### config.mk
export PLATFORM = sky130hd
export DESIGN_NAME = lzpc_ram
export DESIGN_NICKNAME = d
export VERILOG_FILES = /design/src/rtl/lzpc_ram.sv
export SDC_FILE = /design/constraint.sdc
export NUM_CORES = 2
export LEC_CHECK = 0
export BUFFER_PORTS_ARGS = -buffer_cell sky130_fd_sc_hd__buf_2
export CAP_MARGIN = 40
export CELL_PAD_IN_SITES_DETAIL_PLACEMENT = 0
export CELL_PAD_IN_SITES_GLOBAL_PLACEMENT = 1
export CORE_MARGIN = 4
export CORE_UTILIZATION = 55
export DETAILED_ROUTE_END_ITERATION = 8
export PLACE_DENSITY = 0.85
export SETUP_SLACK_MARGIN = 0.4
export SYNTH_ARGS = -nofsm -noshare
export SYNTH_HDL_FRONTEND = slang
export SYNTH_SLANG_ARGS = --single-unit
### constraint.sdc
create_clock -name aclk -period 5.6 [get_ports aclk]
set_input_delay 0.56 -clock aclk [delete_from_list [all_inputs] [get_ports aclk]]
set_output_delay 0.56 -clock aclk [all_outputs]
set_load 0.005 [all_outputs]
### src/rtl/lzpc_ram.sv
module lzpc_ram #(
    parameter int WIDTH = 8,
    parameter int DEPTH = 256
) (
    input  logic                     aclk,
    input  logic                     we,
    input  logic [$clog2(DEPTH)-1:0] waddr,
    input  logic [WIDTH-1:0]         wdata,
    input  logic [$clog2(DEPTH)-1:0] raddr_a,
    output logic [WIDTH-1:0]         rdata_a,
    input  logic [$clog2(DEPTH)-1:0] raddr_b,
    output logic [WIDTH-1:0]         rdata_b
);

    logic [WIDTH-1:0] mem [DEPTH];

    always_ff @(posedge aclk) begin
        if (we) begin
            mem[waddr] <= wdata;
        end
        rdata_a <= mem[raddr_a];
        rdata_b <= mem[raddr_b];
    end

endmodule

Word level (Yosys, flattened, before mapping)
Memories as Yosys holds them, arrays and structs flattened. A register that Yosys moved wholly into a read port is not among the register bits.
Index checks and enable logic that the tools add are counted.

word-level totals
  memory bits (writable) = 2048
  output and inout bits = 16
  memories = 1
  bits of input ports = 34
  logic and storage cells = 3
  register bits after elaboration = 0

memory list
  memory  depth  width  rd ports  clocked after memory_dff  write ports  RTL line  text
  mem     256    8      2         2                         1            15        logic [WIDTH-1:0] mem [DEPTH];

cells by class
  multiplexer cells = 2

operator list
  operator           number
  two-way mux 1 bit  2

Longest topological paths before layout
  word-level depth = 2
  depth in mapped cells = 12
  gate-level depth less buffers = 6

Least setup slack after synthesis
Ideal clock, no wire load.

  path type = input port to flip-flop
  start = in raddr_b[0]
  end = reg rdata_b[0], read port of mem
  path buffers = 3
  cell stages on the path = 9
  required time = 5.460 ns
  setup slack = 2.999 ns
  library setup time = 0.140 ns
  data arrival time = 2.461 ns
  path through = buf_4 -> buf_6 -> buf_2 -> mux4_2 -> mux4_2 -> nand2_1 -> a21oi_1 -> a21oi_1 -> a221oi_2

RTL lines
  element      RTL line  text
  from (decl)  11        input logic [$clog2(DEPTH)-1:0] raddr_b,
  to (decl)    12        output logic [WIDTH-1:0] rdata_b

==> impl_metrics.csv <==
group,metric,value,unit
critical_path,required,6260,ps
finish,nets,5140,
finish,fin_cells,7620,
timing,finalSetupViolCount,0,
yosys,synth-xor-area-share,0,
die,rows,153,
die,dieArea,183000,um2
yosys,synth_fp_nets,4881,
route,wl_per_cell,39.0,um
cts,hold_buffers,0,
cts,numCtsBuffers,205,
die,die_w,428,um
route,viasPerCell,7.47,
power,max-vdd-ir-drop,0.277,mV
cts,ctsRootBufferMaster,"clkbuf_16",
timing,timing.fmax,260,MHz
critical_path,cp-start-kind,"primary input",
timing,holdWs,79.4,ps
yosys,synth_edf_count,2048,
die,core_area,175000,um2
cts,tritoncts,"done",
yosys,syn_inst,4847,
placement,dp.cells,7215,
global_route,globalRouteOverflowTotal,0,
finish,nFillCells,11795,
critical_path,r2r_slack,2500,ps
die,pin_count,50,
timing,rsz0062_at_grt,"false",
global_route,antenna_found_initial,20,
power,intPower,25.8,mW
critical_path,arrival,4510,ps
yosys,synthAdderAreaFrac,0,
critical_path,r2r.worst_path.cells,6,
global_route,grt_max_degree,181,
yosys,yosys_warnings,0,
yosys,dominantRegCellSynth,"edfxtp_1",
job,drv_cap,0,
route,first_iter_violations,10427,
yosys,synth-simple-area-share,0.0270,
placement,finalWeightedCongestion,0.939,
yosys,async_reset_ff_frac,0,
power,p_seq_frac,0.508,
cts,clockBufferDepth,3,
yosys,muxShareOfSynthArea,0.273,
critical_path,crit_type,"primary input to register",
yosys,yosysSeqAreaShare,0.637,
finish,drive_gt1_frac,0.351,
power,leakage,34.2,nW
timing,period_share,0.687,
route,wl,297000,um
yosys,synth_top_family_by_area,"multiplexers",
power,powerDensity,311,nW/um2
cts,worstSkewPairLatency,860,ps
global_route,grt_pass1_vias,56213,
global_route,grt_pass1_wl,422000,um
cts,cts.sinks,2064,
cts,cts_setup_buffers,0,
hold_path,holdPathStages,1,
cts,post_cts_resize_count,0,
critical_path,cp-end-kind,"register",
timing,post-route-min-period,3850,ps
die,initial_core_util,0.555,
route,drc,0,
die,fp.dieH,428,um
hold_path,hp-class,"primary input to register",
timing,slew_headroom,0.257,
timing,finalClockSkew,41.9,ps
placement,portBuffers,49,
yosys,netlist_area,97000,um2
timing,worst_pin_slew,1110,ps
power,p_clk_frac,0.405,
power,swShare,0.233,
cts,cts.clk_slew.worst_paths,60,ps
critical_path,cp_max_fo,85,
route,ant_nets,0,
route,drt-pass1-iter-count,7,
yosys,synth_compound_area_frac,0.0354,
timing,setup-tns-final,0,ps
timing,final_max_slew_viol_count,0,
cts,h-tree-depth,4,
yosys,synth_area_per_cell,20.0,um2
finish,areaGrowthSynthToFinish,11.4,%
global_route,grtUsageTotal,0.323,
yosys,synthDistinctLibCells,65,
placement,dp_hpwl,198000,um
outcome,outcome,"completed",
timing,hold_viol,0,
power,net-switching-power,7.83,mW
yosys,yosys_register_bits,2064,
power,p_comb_frac,0.086,
route,vias,56893,
[per-layer routing]
metal | wire length, um | track usage | up-vias
met4 | 17800 | 0.155 | 14
met1 | 99200 | 0.433 | 29587
met2 | 136000 | 0.484 | 4817
met3 | 44500 | 0.108 | 881
li1 | - | - | 21594
met5 | 92 | 0 | -
[worst max-delay path, cell delays in order]
cell and delay [ps]:
buf_8 600, nand2_1 560, buf_4 400, o221ai_1 350
o22ai_1 150, a211oi_1 750, a211oi_1 200, buf_2 250
nor4_1 580
[cell usage after synthesis, types with 16 or more instances]
master	number	area [um2]
a211oi_1	28	210
a21oi_1	79	395
a221oi_1	32	280
a22o_1	22	193
a22oi_1	62	465
buf_1	25	93.8
buf_2	104	521
buf_4	42	315
buf_6	44	495
buf_8	35	526
clkbuf_1	137	514
dfxtp_1	16	320
edfxtp_1	2048	61500
mux2_2	38	428
mux2i_1	236	2360
mux4_2	1051	23700
nand2_1	114	428
nand3_1	52	260
nor2_1	298	1120
nor2b_1	27	169
nor3_1	21	105
o21ai_0	34	170
o221ai_1	65	569
o22ai_1	48	300
[cell families after synthesis]
logic type | count (synthesis)
AO/OA/AOI/OAI | 466
buffers and inverters | 401
flip-flops | 2064
multiplexers | 1325
AND/OR/NAND/NOR | 591
[power by group through the flow]
| stage | clock, mW | sequential [mW] | combinational (mW) |
|---|---|---|---|
| floorplan | 0 | 17.4 | 1.69 |
| global placement | 0 | 17.4 | 2.74 |
| detailed placement | 0 | 17.4 | 2.80 |
| CTS | 13.7 | 17.1 | 2.81 |
| global route | 14.4 | 17.1 | 2.97 |
| finish | 13.6 | 17.1 | 2.90 |
[worst paths after layout]
path                               from             endpoint
hold reg to reg   mem[129][2]$_DFFE_PP_   rdata_a[2]$_DFF_P_
setup / recovery             raddr_b[1]   rdata_b[5]$_DFF_P_
hold / removal                 wdata[6]  mem[3][6]$_DFFE_PP_
setup reg to reg    mem[7][2]$_DFFE_PP_   rdata_a[2]$_DFF_P_
[cell usage in the layout (no fill, tap or decap), types with 50 or more instances in the layout]
cell       netlist  final
edfxtp_1      2048   2048
nor2_1         298    298
a21oi_1         79     79
nand2_1        114    113
clkbuf_16        0    206
clkbuf_1       137     50
buf_6           44     54
mux4_2        1051   1051
buf_4           42    291
nand3_1         52     52
a22oi_1         62     62
mux2i_1        236    236
o221ai_1        65     65
[final cells by class]
cell class              instances  area, um2  share of cell area
diodes                         13       32.5            0.000301
clock buffers                 262       5430              0.0502
clock inverters               121       1150              0.0106
inverters                       6       26.3            0.000243
multi-input cells            2382      32500               0.301
flip-flops and latches       2064      61800               0.572
well taps                    2325       2910              0.0269
repair buffers                447       4130              0.0383
[stage by stage]
stage                     setup slack (ps)   util  cell area [um2]  total power, mW
after global routing                  1750  0.619           108000             34.4
final                                 1750  0.619           108000             33.6
after floorplan                       3000      -            97000             19.1
after CTS                             1830  0.618           108000             33.6
after global placement                 553  0.569            99400             20.2
after detailed placement               956  0.580           101000             20.2
[sequential cells by signal (all words and copies together), names as in the netlist]
name     flops
mem       2048
rdata_b      8
rdata_a      8
Power figures use the tool's default switching activity.
